`src/design/assert_macros.svh`:
```
`ifndef ASSERT_MACROS_SVH
`define ASSERT_MACROS_SVH

// Holds at every edge out of reset.
`define CHK_ALWAYS(label, clk, rst_n, expr) \
	label: assert property (@(posedge clk) disable iff (!rst_n) (expr)) \
		else $error("invariant check failed");

// Same-cycle implication.
`define CHK_IMPLY(label, clk, rst_n, ante, cons) \
	label: assert property (@(posedge clk) disable iff (!rst_n) (ante) |-> (cons)) \
		else $error("implication check failed");

// Next-cycle implication.
`define CHK_NEXT(label, clk, rst_n, ante, cons) \
	label: assert property (@(posedge clk) disable iff (!rst_n) (ante) |=> (cons)) \
		else $error("next-cycle check failed");

`endif

```
`src/design/rlerx_pkg.sv`:
```
package rlerx_pkg;

	localparam int FIELD_W = 16;
	localparam logic [FIELD_W-1:0] ALPHA_RESET = 16'd10;
	localparam logic [FIELD_W-1:0] ALPHA_MIN = 16'd2;

	typedef enum logic [2:0] {
		ST_IDLE,
		ST_START,
		ST_CHECK,
		ST_DIV,
		ST_DIVEND,
		ST_POP,
		ST_DIRECT
	} state_t;

	typedef struct packed {
		logic take;
		logic load_v;
		logic div_start;
		logic div_step;
		logic push_rem;
		logic push_v;
		logic emit;
		logic emit_direct;
		logic load_pend;
	} cmd_t;

	typedef struct packed {
		logic close_req;
		logic le_base;
		logic v_ge_base;
		logic div_last;
		logic sp_one;
		logic pend2;
	} status_t;

endpackage

```
`src/design/rle_radix_expanded_runs.sv`:
```
// Run-length encoder: one symbol per input transaction; a closed run is sent as
// (symbol, length) pairs. The length goes out directly when it is at most the
// configured radix (values below two act as two); otherwise it goes out as radix
// digits, most significant first. An input that extends the open run only
// updates the count and leaves the encoder idle. An input that closes a run
// holds in_stall until its pairs are sent. A long run passes through the
// bit-serial restoring divider, which extracts digits least significant first
// into a digit stack, one division per digit past the first. An end mark on a
// new symbol closes two runs, the one-symbol run last. Each pair also waits
// while the output register is stalled. One input is processed at a time;
// the last pair waits in the output register while the next input is taken.
module rle_radix_expanded_runs #(
	parameter int SYMBOL_BITS = 16,
	parameter int RUN_BITS    = 16
) (
	input  logic        clk,
	input  logic        arst_n,
	input  logic        cfg_write_en,
	input  logic [15:0] cfg_write_data,
	input  logic        in_valid,
	output logic        in_stall,
	input  logic [15:0] symbol,
	input  logic        stream_end,
	output logic        out_valid,
	input  logic        out_stall,
	output logic [15:0] run_symbol,
	output logic [15:0] length_digit,
	output logic        digit_is_final,
	output logic        batch_last,
	output logic        run_overflow
);
	import rlerx_pkg::*;

	cmd_t    cmd;
	status_t sts;

	rlerx_ctrl u_ctrl (
		.clk       (clk),
		.arst_n    (arst_n),
		.in_valid  (in_valid),
		.in_stall  (in_stall),
		.out_valid (out_valid),
		.out_stall (out_stall),
		.sts       (sts),
		.cmd       (cmd)
	);

	rlerx_dp #(
		.SYMBOL_BITS (SYMBOL_BITS),
		.RUN_BITS    (RUN_BITS)
	) u_dp (
		.clk            (clk),
		.arst_n         (arst_n),
		.cfg_write_en   (cfg_write_en),
		.cfg_write_data (cfg_write_data),
		.symbol         (symbol),
		.stream_end     (stream_end),
		.cmd            (cmd),
		.sts            (sts),
		.run_symbol     (run_symbol),
		.length_digit   (length_digit),
		.digit_is_final (digit_is_final),
		.batch_last     (batch_last),
		.run_overflow   (run_overflow)
	);

endmodule

```
`src/design/rlerx_ctrl.sv`:
```
`include "assert_macros.svh"

module rlerx_ctrl (
	input  logic               clk,
	input  logic               arst_n,
	input  logic               in_valid,
	output logic               in_stall,
	output logic               out_valid,
	input  logic               out_stall,
	input  rlerx_pkg::status_t sts,
	output rlerx_pkg::cmd_t    cmd
);
	import rlerx_pkg::*;

	state_t state_q, state_d;
	logic   out_valid_q;
	logic   out_free;

	assign out_free  = !out_valid_q || !out_stall;
	assign out_valid = out_valid_q;
	assign in_stall  = (state_q != ST_IDLE);

	always_ff @(posedge clk or negedge arst_n) begin
		if (!arst_n) begin
			state_q     <= ST_IDLE;
			out_valid_q <= 1'b0;
		end else begin
			state_q <= state_d;
			if (cmd.emit) begin
				out_valid_q <= 1'b1;
			end else if (!out_stall) begin
				out_valid_q <= 1'b0;
			end
		end
	end

	always_comb begin
		state_d = state_q;
		cmd     = '0;
		case (state_q)
			ST_IDLE: begin
				if (in_valid) begin
					cmd.take = 1'b1;
					if (sts.close_req) begin
						state_d = ST_START;
					end
				end
			end
			ST_START: begin
				if (sts.le_base) begin
					state_d = ST_DIRECT;
				end else begin
					cmd.load_v = 1'b1;
					state_d    = ST_CHECK;
				end
			end
			ST_CHECK: begin
				if (sts.v_ge_base) begin
					cmd.div_start = 1'b1;
					state_d       = ST_DIV;
				end else begin
					cmd.push_v = 1'b1;
					state_d    = ST_POP;
				end
			end
			ST_DIV: begin
				cmd.div_step = 1'b1;
				if (sts.div_last) begin
					state_d = ST_DIVEND;
				end
			end
			ST_DIVEND: begin
				cmd.push_rem = 1'b1;
				state_d      = ST_CHECK;
			end
			ST_POP: begin
				if (out_free) begin
					cmd.emit = 1'b1;
					if (sts.sp_one) begin
						if (sts.pend2) begin
							cmd.load_pend = 1'b1;
							state_d       = ST_START;
						end else begin
							state_d = ST_IDLE;
						end
					end
				end
			end
			ST_DIRECT: begin
				if (out_free) begin
					cmd.emit        = 1'b1;
					cmd.emit_direct = 1'b1;
					if (sts.pend2) begin
						cmd.load_pend = 1'b1;
						state_d       = ST_START;
					end else begin
						state_d = ST_IDLE;
					end
				end
			end
			default: begin
				state_d = ST_IDLE;
			end
		endcase
	end

	`CHK_IMPLY(a_emit_free, clk, arst_n, cmd.emit, out_free)
	`CHK_NEXT(a_close_starts, clk, arst_n, cmd.take && sts.close_req, state_q == ST_START)
	`CHK_IMPLY(a_take_idle, clk, arst_n, cmd.take, state_q == ST_IDLE && out_valid_q == out_valid)

endmodule

```
`src/design/rlerx_dp.sv`:
```
`include "assert_macros.svh"

module rlerx_dp #(
	parameter int SYMBOL_BITS = 16,
	parameter int RUN_BITS    = 16
) (
	input  logic               clk,
	input  logic               arst_n,
	input  logic               cfg_write_en,
	input  logic [15:0]        cfg_write_data,
	input  logic [15:0]        symbol,
	input  logic               stream_end,
	input  rlerx_pkg::cmd_t    cmd,
	output rlerx_pkg::status_t sts,
	output logic [15:0]        run_symbol,
	output logic [15:0]        length_digit,
	output logic               digit_is_final,
	output logic               batch_last,
	output logic               run_overflow
);
	import rlerx_pkg::*;

	localparam int CMP_W = (RUN_BITS > FIELD_W) ? RUN_BITS : FIELD_W;
	localparam int SP_W  = $clog2(RUN_BITS + 1);
	localparam int IDX_W = $clog2(RUN_BITS);
	localparam int BC_W  = $clog2(RUN_BITS);
	localparam logic [FIELD_W-1:0] SYM_MASK =
		(SYMBOL_BITS >= FIELD_W) ? {FIELD_W{1'b1}} : FIELD_W'((1 << SYMBOL_BITS) - 1);
	localparam logic [RUN_BITS-1:0] CNT_ONE = RUN_BITS'(1);

	logic [FIELD_W-1:0]  alpha_q;
	logic [FIELD_W-1:0]  base;

	logic                act_q;
	logic [FIELD_W-1:0]  cur_q;
	logic [RUN_BITS-1:0] cnt_q;
	logic                sat_q;

	logic [FIELD_W-1:0]  snap_sym_q;
	logic [RUN_BITS-1:0] snap_cnt_q;
	logic                snap_sat_q;
	logic                pend2_q;
	logic [FIELD_W-1:0]  pend_sym_q;

	logic [RUN_BITS-1:0] v_q;
	logic [RUN_BITS-1:0] quo_q;
	logic [FIELD_W:0]    rem_q;
	logic [BC_W-1:0]     bit_q;
	logic [FIELD_W-1:0]  stack_q [RUN_BITS];
	logic [SP_W-1:0]     sp_q;
	logic [SP_W-1:0]     sp_m1;

	logic [FIELD_W-1:0]  sym_m;
	logic                cont;
	logic                at_max;
	logic [RUN_BITS-1:0] cnt_next;
	logic                sat_next;
	logic [FIELD_W:0]    shifted;
	logic                div_ge;
	logic                fin;

	assign base     = (alpha_q < ALPHA_MIN) ? ALPHA_MIN : alpha_q;
	assign sym_m    = symbol & SYM_MASK;
	assign cont     = act_q && (sym_m == cur_q);
	assign at_max   = (cnt_q == {RUN_BITS{1'b1}});
	assign cnt_next = at_max ? cnt_q : cnt_q + CNT_ONE;
	assign sat_next = at_max || sat_q;
	assign shifted  = {rem_q[FIELD_W-1:0], quo_q[RUN_BITS-1]};
	assign div_ge   = (shifted >= {1'b0, base});
	assign sp_m1    = sp_q - SP_W'(1);
	assign fin      = cmd.emit_direct || sts.sp_one;

	assign sts.close_req = (!cont && act_q) || stream_end;
	assign sts.le_base   = (CMP_W'(snap_cnt_q) <= CMP_W'(base));
	assign sts.v_ge_base = (CMP_W'(v_q) >= CMP_W'(base));
	assign sts.div_last  = (bit_q == BC_W'(RUN_BITS - 1));
	assign sts.sp_one    = (sp_q == SP_W'(1));
	assign sts.pend2     = pend2_q;

	always_ff @(posedge clk or negedge arst_n) begin
		if (!arst_n) begin
			alpha_q <= ALPHA_RESET;
			act_q   <= 1'b0;
			cur_q   <= '0;
			cnt_q   <= '0;
			sat_q   <= 1'b0;
			pend2_q <= 1'b0;
			sp_q    <= '0;
		end else begin
			if (cfg_write_en) begin
				alpha_q <= cfg_write_data;
			end
			if (cmd.take) begin
				if (stream_end) begin
					act_q <= 1'b0;
					cur_q <= '0;
					cnt_q <= '0;
					sat_q <= 1'b0;
				end else if (cont) begin
					cnt_q <= cnt_next;
					sat_q <= sat_next;
				end else begin
					act_q <= 1'b1;
					cur_q <= sym_m;
					cnt_q <= CNT_ONE;
					sat_q <= 1'b0;
				end
				pend2_q <= !cont && act_q && stream_end;
			end
			if (cmd.load_pend) begin
				pend2_q <= 1'b0;
			end
			if (cmd.load_v) begin
				sp_q <= '0;
			end else if (cmd.push_rem || cmd.push_v) begin
				sp_q <= sp_q + SP_W'(1);
			end else if (cmd.emit && !cmd.emit_direct) begin
				sp_q <= sp_m1;
			end
		end
	end

	always_ff @(posedge clk) begin
		if (cmd.take) begin
			if (cont) begin
				snap_sym_q <= cur_q;
				snap_cnt_q <= cnt_next;
				snap_sat_q <= sat_next;
			end else if (act_q) begin
				snap_sym_q <= cur_q;
				snap_cnt_q <= cnt_q;
				snap_sat_q <= sat_q;
			end else begin
				snap_sym_q <= sym_m;
				snap_cnt_q <= CNT_ONE;
				snap_sat_q <= 1'b0;
			end
			pend_sym_q <= sym_m;
		end else if (cmd.load_pend) begin
			snap_sym_q <= pend_sym_q;
			snap_cnt_q <= CNT_ONE;
			snap_sat_q <= 1'b0;
		end

		if (cmd.load_v) begin
			v_q <= snap_cnt_q;
		end else if (cmd.push_rem) begin
			v_q <= quo_q;
		end

		if (cmd.div_start) begin
			quo_q <= v_q;
			rem_q <= '0;
			bit_q <= '0;
		end else if (cmd.div_step) begin
			quo_q <= {quo_q[RUN_BITS-2:0], div_ge};
			rem_q <= div_ge ? (shifted - {1'b0, base}) : shifted;
			bit_q <= bit_q + BC_W'(1);
		end

		if (cmd.push_rem) begin
			stack_q[sp_q[IDX_W-1:0]] <= rem_q[FIELD_W-1:0];
		end else if (cmd.push_v) begin
			stack_q[sp_q[IDX_W-1:0]] <= FIELD_W'(v_q);
		end

		if (cmd.emit) begin
			run_symbol     <= snap_sym_q;
			length_digit   <= cmd.emit_direct ? FIELD_W'(snap_cnt_q) :
				stack_q[sp_m1[IDX_W-1:0]];
			digit_is_final <= fin;
			batch_last     <= fin && !pend2_q;
			run_overflow   <= snap_sat_q;
		end
	end

	`CHK_ALWAYS(a_sp_bound, clk, arst_n, sp_q <= SP_W'(RUN_BITS))
	`CHK_IMPLY(a_pop_nonempty, clk, arst_n, cmd.emit && !cmd.emit_direct, sp_q != '0)
	`CHK_IMPLY(a_rem_below_base, clk, arst_n, cmd.div_step, rem_q < {1'b0, base})

endmodule

```
`config.mk`:
```
export PLATFORM = sky130hd
export DESIGN_NAME = rle_radix_expanded_runs
export DESIGN_NICKNAME = d
export VERILOG_FILES = /design/src/design/rlerx_pkg.sv /design/src/design/rle_radix_expanded_runs.sv /design/src/design/rlerx_ctrl.sv /design/src/design/rlerx_dp.sv
export VERILOG_INCLUDE_DIRS = /design/src /design/src/design
export SDC_FILE = /design/constraint.sdc
export NUM_CORES = 1
export LEC_CHECK = 0
export BUFFER_PORTS_ARGS = -buffer_cell sky130_fd_sc_hd__buf_2
export CAP_MARGIN = 25
export CORE_ASPECT_RATIO = 0.5
export CORE_UTILIZATION = 35
export DETAILED_ROUTE_END_ITERATION = 12
export HOLD_SLACK_MARGIN = 0.1
export PLACE_DENSITY_LB_ADDON = 0.05
export SLEW_MARGIN = 20
export SYNTH_ARGS = -nofsm -noshare
export SYNTH_HDL_FRONTEND = slang
export SYNTH_HIERARCHICAL = 1
export SYNTH_SLANG_ARGS = --single-unit
```
`constraint.sdc`:
```
create_clock -name clk -period 9.28 [get_ports clk]
set_input_delay 0.464 -clock clk [delete_from_list [all_inputs] [get_ports clk]]
set_output_delay 0.464 -clock clk [all_outputs]
set_load 0.03 [all_outputs]
```
==> results of run 1 <==
-- state kept, by name, summed over array words and instances (netlist names), 3 cells and up --
name,count
u_ctrl/state_q,3
u_dp/alpha_q,16
u_dp/bit_q,4
u_dp/cnt_q,16
u_dp/cur_q,16
u_dp/length_digit,16
u_dp/pend_sym_q,16
u_dp/quo_q,16
u_dp/rem_q,16
u_dp/run_symbol,16
u_dp/snap_cnt_q,16
u_dp/snap_sym_q,16
u_dp/sp_q,5
u_dp/stack_q,256
u_dp/v_q,16
-- placed cells by master, fill, tap and decap left out, drive strengths merged, types with 10 or more instances in the layout --
| master | instances |
|---|---|
| dfrtp | 58 |
| mux4 | 64 |
| nor3 | 14 |
| a21oi | 86 |
| nand2 | 101 |
| dlygate4sd3 | 13 |
| inv | 36 |
| ha | 55 |
| a21o | 19 |
| nor4 | 10 |
| mux2i | 44 |
| a22oi | 18 |
| dfxtp | 20 |
| mux2 | 62 |
| o21ai | 76 |
| clkbuf | 58 |
| o31ai | 10 |
| clkinv | 17 |
| xor2 | 34 |
| xnor2 | 13 |
| nand4 | 16 |
| nand3 | 17 |
| nor2 | 97 |
| o2bb2ai | 18 |
| buf | 96 |
| edfxtp | 372 |
-- worst reg2reg max path, stage by stage (launching register included) --
cell and delay (ns):
dfrtp_1 0.38, nor4_1 0.38, nand4_1 0.16, and2_1 0.24, ha_1 0.27, nand2b_1 0.14, a21o_1 0.18, a21o_1 0.18
a21o_1 0.18, a211oi_1 0.22, o21ai_0 0.29, nor3_1 0.74, o21ai_0 0.54, nor2_2 0.93
-- routing by layer --
layer / global-route usage (%) / share of wire, % / vias to the layer above
met5: 0 / 0 / -
met4: 3.37 / 1.5 / 0
met3: 2.80 / 3.7 / 62
met2: 26.7 / 45 / 210
met1: 27.7 / 50 / 6212
li1: - / - / 5607
-- power breakdown --
part           switching (uW)  internal [uW]  total, uW
clock                     790            988       1780
combinational            1710           1090       2800
sequential                288           2780       3060
-- layout make-up --
class / count / share of cell area [%]
diodes: 1 / 0.0107
clock buffers: 58 / 5.08
clock inverters: 23 / 0.930
inverters: 34 / 0.548
multi-input cells: 857 / 30.1
flip-flops and latches: 452 / 56.2
well taps: 768 / 4.13
repair buffers: 109 / 2.99
-- through the flow --
step           hold WS, ns  std cells  util (%)  setup WS, ns
3_3_place_gp         0.405       2200      37.6          3.82
4_1_cts              0.100       2297      40.4          4.03
3_5_place_dp         0.405       2203      37.7          4.03
6_report             0.100       2302      40.5          4.08
2_1_floorplan        0.168       1413         -          5.17
5_1_grt              0.117       2301      40.4          3.78
-- worst paths after layout --
path | start | endpoint | slack, ns | depth (start not counted)
worst max-delay path | u_dp/alpha_q[15] | u_dp/stack_q[2][13] | 4.08 | 13
worst min-delay path | arst_n | u_dp/cur_q[6] | 0.10 | 2
worst max register to register | u_dp/alpha_q[15] | u_dp/stack_q[2][13] | 4.08 | 13
worst min register to register | u_dp/snap_sym_q[15] | u_dp/run_symbol[15] | 0.42 | 0
max in group asynchronous | arst_n | u_dp/sp_q[0] | 8.51 | 2
min in group clk | cfg_write_data[15] | u_dp/alpha_q[15] | 0.13 | 3
-- repair_timing --
item | CTS | global route
hold buffers | 13 | 0
hold endpoints to repair | 13 | 0
resized for setup | 0 | 0
buffers inserted | 0 | 0
-- logic make-up after synthesis --
| kind of cell | Yosys count | share of synthesized area [%] |
|---|---|---|
| muxes | 170 | 12.6 |
| buffers and inverters | 104 | 2.24 |
| adders and majority gates | 56 | 3.46 |
| DFF | 452 | 64.0 |
| and+or+nand+nor | 310 | 7.32 |
| AOI/OAI and AO/OA | 274 | 8.37 |
| xor gates and xnor gates | 47 | 2.01 |
==> qor.yml, run 1 <==
crit_arrival_ns: 5.39
io_buffers: 74
grt_pass1_vias: 12158
synth_cells: 1413
crit_chain: "nor4_1, nand4_1, and2_1, ha_1, nand2b_1, a21o_1, a21o_1, a21o_1, a211oi_1, o21ai_0, nor3_1, o21ai_0, nor2_2"
synth_ff_type: "edfxtp_1"
rsz0062_at_grt: "false"
cp_top_family: "simple AND/OR/NAND/NOR gates"
yosysMostFrequentCell: "edfxtp_1"
power_density_nw_per_um2: 328
critPathMaxFanout: 16
cts_buffers: 44
cp-end-kind: "flop"
ir_drop_mv: 0.222
fmax_mhz: 192
core_area_um2: 57600
totalWireLength_mm: 52.8
skew_ns: 0.0279
finalSetupTns_ns: 0
fin_area_um2: 23300
num_vias: 12091
yosysTopAreaCellShare_pct: 54.7
io_pins: 75
dieWidth_um: 344
fillers: 5366
async_flop_share_pct: 13.3
drcViolationCount: 0
yosysWarnings: 6
power.total_uw: 7640
clkTransAtPathRegs_ns: 0.06
worstSetupPathType: "reg2reg"
min_period_ns: 5.20
area_delta_synth_final_pct: 13.9
worst_slew_pin_slew_ns: 1.02
synth_area_leaders: "edfxtp_1, dfrtp_1, mux4_2, mux2_2, ha_1"
synth_top_area_cell: "edfxtp_1"
clock_latency_ns: 0.58
crit_top_cell: "a21o_1"
synth_cell_type_count: 76
holdCritPathClass: "in2async"
synth_edf_count: 372
drive_gt1_share_pct: 21.9
cts_sinks: 452
slew_headroom_pct: 31.9
setup_viol: 0
hpwl_mm: 35.3
synth.avg_cell_area_um2: 14.5
crit_required_ns: 9.47
synth_nets: 1507
firstDrtPassIters: 5
multi_input_area_um2: 7020
ant_nets: 0
fin_nets: 1592
cp_slowest_stage_delay_ns: 0.93
cts_tree: "yes"
post_drt_wl_per_cell_um: 22.9
post-route-period-util_pct: 56.0
die_y_um: 173
gr-total-overflow: 0
seqCellArea_um2: 13100
synth.yosys.seq_area_share_pct: 64.0
syn_area_um2: 20400
power_leakage_uw: 0.00822
cpMaxStageDelayCell: "nor2_2"
fp.dieArea_um2: 59400
grt_pass1_wl_mm: 79.5
grt_max_degree: 76
htree_levels: 2
cp.buffers_inverters: 0
synth.top_cells.by_count: "edfxtp_1, nand2_1, nor2_1"
drv_slew: 0
yosys_register_bits: 452
start_kind: "flop"
antenna_found_initial: 1
start_util_pct: 35.5
final_hold_viol_count: 0
clk_path_buf_depth: 3
gp_congestion: 0.803
place_area_um2: 21700
cts_root_buf: "clkbuf_16"
maxCapViolations: 0
outcome: "finished, final reports clean"
rows: 62
drt-initial-drc-count: 793
avgViaCountPerCell: 5.25
grt_usage_pct: 18.0
No activity file was read; power rests on OpenSTA's default activity.
==> run 2: changes to the inputs <==
clock period = 4.5 ns   (was 9.28 ns; I/O delays follow)
==> qor.yml, run 2 (synthesis gave the netlist of run 1 again) <==
fp.dieArea_um2: 59400  # unchanged
drive_gt1_share_pct: 23.2  # was 21.9%
clkTransAtPathRegs_ns: 0.06  # about the same
worstSetupPathType: "reg2reg"  # unchanged
cp_slowest_stage_delay_ns: 0.48  # was 0.93 ns
area_delta_synth_final_pct: 17.3  # was 13.9%
post_drt_wl_per_cell_um: 23.6  # was 22.9 um
crit_top_cell: "a21o_1"  # unchanged
core_area_um2: 57600  # unchanged
fin_nets: 1644  # was 1,592
cp_top_family: "simple AND/OR/NAND/NOR gates"  # unchanged
min_period_ns: 4.15  # was 5.20 ns
largest_register_ffs: 256  # unchanged
grt_max_degree: 70  # was 76
fin_util_pct: 41.7  # was 40.5%
final_common_cell: "edfxtp_1"  # unchanged
dp_cells: 2234  # was 2,203
clock_latency_ns: 0.59  # was 0.58 ns
totalWireLength_mm: 55.5  # was 52.8 mm
cpMaxStageDelayCell: "mux2_2"  # was nor2_2
layout_common_cells: "edfxtp_1, nand2_1, a21oi_1"  # unchanged
crit_arrival_ns: 4.44  # was 5.39 ns
grt_pass1_wl_mm: 82.1  # was 79.5 mm
crit_chain: "nor4_1, nand4_1, and2_1, ha_1, nand2b_1, a21o_1, a21o_1, a21o_1, a211oi_1, o21ai_0, nor3_2, nor2b_1, buf_4, buf_4, mux2_2"  # was nor4_1, nand4_1, and2_1, ha_1, nand2b_1, a21o_1, a21o_1, a21o_1, a211oi_1, o21ai_0, nor3_1, o21ai_0, nor2_2
gr-total-overflow: 0  # unchanged
maxCapViolations: 0  # unchanged
drt-initial-drc-count: 1014  # was 793
final_hold_viol_count: 0  # unchanged
cts_buffers: 44  # unchanged
post-route-period-util_pct: 92.2  # was 56.0%
grt_pass1_vias: 12482  # was 12,158
n_antenna_cell: 0  # was 1
drv_slew: 0  # unchanged
holdCritPathClass: "in2reg"  # was in2async
cts_setup_buffers: 0  # unchanged
worst_slew_pin_slew_ns: 0.956  # was 1.02 ns
dieWidth_um: 344  # unchanged
cts_tree: "yes"  # unchanged
drcViolationCount: 0  # unchanged
slew_headroom_pct: 36.2  # was 31.9%
finalSetupTns_ns: 0  # unchanged
fmax_mhz: 241  # was 192 MHz
start_util_pct: 35.5  # unchanged
io_pins: 75  # unchanged
avgViaCountPerCell: 5.29  # was 5.25
antenna_found_initial: 5  # was 1
hpwl_mm: 36.5  # was 35.3 mm
start_kind: "flop"  # unchanged
rows: 62  # unchanged
power_leakage_uw: 0.00853  # was 0.00822 uW
num_vias: 12463  # was 12,091
critPathMaxFanout: 16  # unchanged
firstDrtPassIters: 5  # unchanged
crit_required_ns: 4.79  # was 9.47 ns
grt_usage_pct: 18.9  # was 18.0%
ir_drop_mv: 0.473  # was 0.222 mV
cp.buffers_inverters: 2  # was 0
cts_root_buf: "clkbuf_16"  # unchanged
fin_cells: 2354  # was 2,302
setup_viol: 0  # unchanged
cp-end-kind: "flop"  # unchanged
cts_sinks: 452  # unchanged
rsz0062_at_grt: "false"  # unchanged
outcome: "finished, final reports clean"  # unchanged
clk_path_buf_depth: 3  # unchanged
skew_ns: 0.0253  # was 0.0279 ns
die_y_um: 173  # unchanged
io_buffers: 74  # unchanged
htree_levels: 2  # unchanged
ant_nets: 0  # unchanged
power_density_nw_per_um2: 667  # was 328 nW/um2
fillers: 5326  # was 5,366
fin_hold_ws_ns: 0.131  # was 0.100 ns
gp_congestion: 0.817  # was 0.803
==> run 2: cell type report <==
| type | instances | area (um2) | area share [%] |
|---|---|---|---|
| Inverter | 34 | 128 | 0.532 |
| Clock inverter | 11 | 96.3 | 0.402 |
| Sequential cell | 452 | 13100 | 54.5 |
| Clock buffer | 71 | 1360 | 5.66 |
| Tap cell | 768 | 961 | 4.01 |
| Multi-Input combinational cell | 857 | 7020 | 29.3 |
| Timing Repair Buffer | 161 | 1340 | 5.60 |
==> run 2: path summary, 6_finish.rpt <==
kind / startpoint / end / depth (start not counted) / slack, ns
setup / recovery: u_dp/alpha_q[12] / u_dp/stack_q[1][13] / 15 / 0.35
max in group asynchronous: arst_n / u_dp/sp_q[0] / 3 / 3.45
min in group asynchronous: arst_n / u_dp/cur_q[4] / 3 / 0.42
setup reg to reg: u_dp/alpha_q[12] / u_dp/stack_q[1][13] / 15 / 0.35
hold / removal: cfg_write_en / u_dp/alpha_q[8] / 3 / 0.13
hold reg to reg: u_dp/snap_sym_q[7] / u_dp/run_symbol[7] / 0 / 0.42
==> run 2: report_power, final <==
group / internal (uW) / leakage [uW] / switching (uW) / total [uW]
combinational: 2390 / 0.00347 / 3640 / 6020
sequential: 5720 / 0.00436 / 557 / 6280
clock: 2080 / 0.000710 / 1630 / 3710
total: 10200 / 0.00853 / 5820 / 16000
==> run 2: what timing repair did <==
action                                 in CTS  in global routing
setup endpoints to repair                   0                210
endpoints found under the hold margin     115                  0
resized for setup                           0                  2
hold buffers                               38                  0
==> run 2: routing by layer <==
metal | share of wire [%] | up-vias | routed length [um] | global-route usage (%)
li1 | - | 5723 | - | -
met5 | 0 | - | 0 | 0
met1 | 49 | 6430 | 27400 | 28.6
met4 | 1.4 | 0 | 762 | 3.46
met2 | 44 | 248 | 24700 | 28.5
met3 | 4.9 | 62 | 2700 | 3.23
==> run 2: worst min-delay path: cells and delay by family <==
kind | cells | cell delay [ns]
buffers and inverters | 1 | 0.24
AOI/OAI and AO/OA | 1 | 0.07
and+or+nand+nor | 1 | 0.10
==> run 2: stage by stage <==
step	power, uW	area (um2)	worst slack, ns
6_report	16000	24000	0.349
2_1_floorplan	10200	20400	0.389
4_1_cts	16200	24000	0.0891
3_5_place_dp	12400	22100	0.0965
3_3_place_gp	12400	22100	0.186
5_1_grt	16900	24000	0.00779
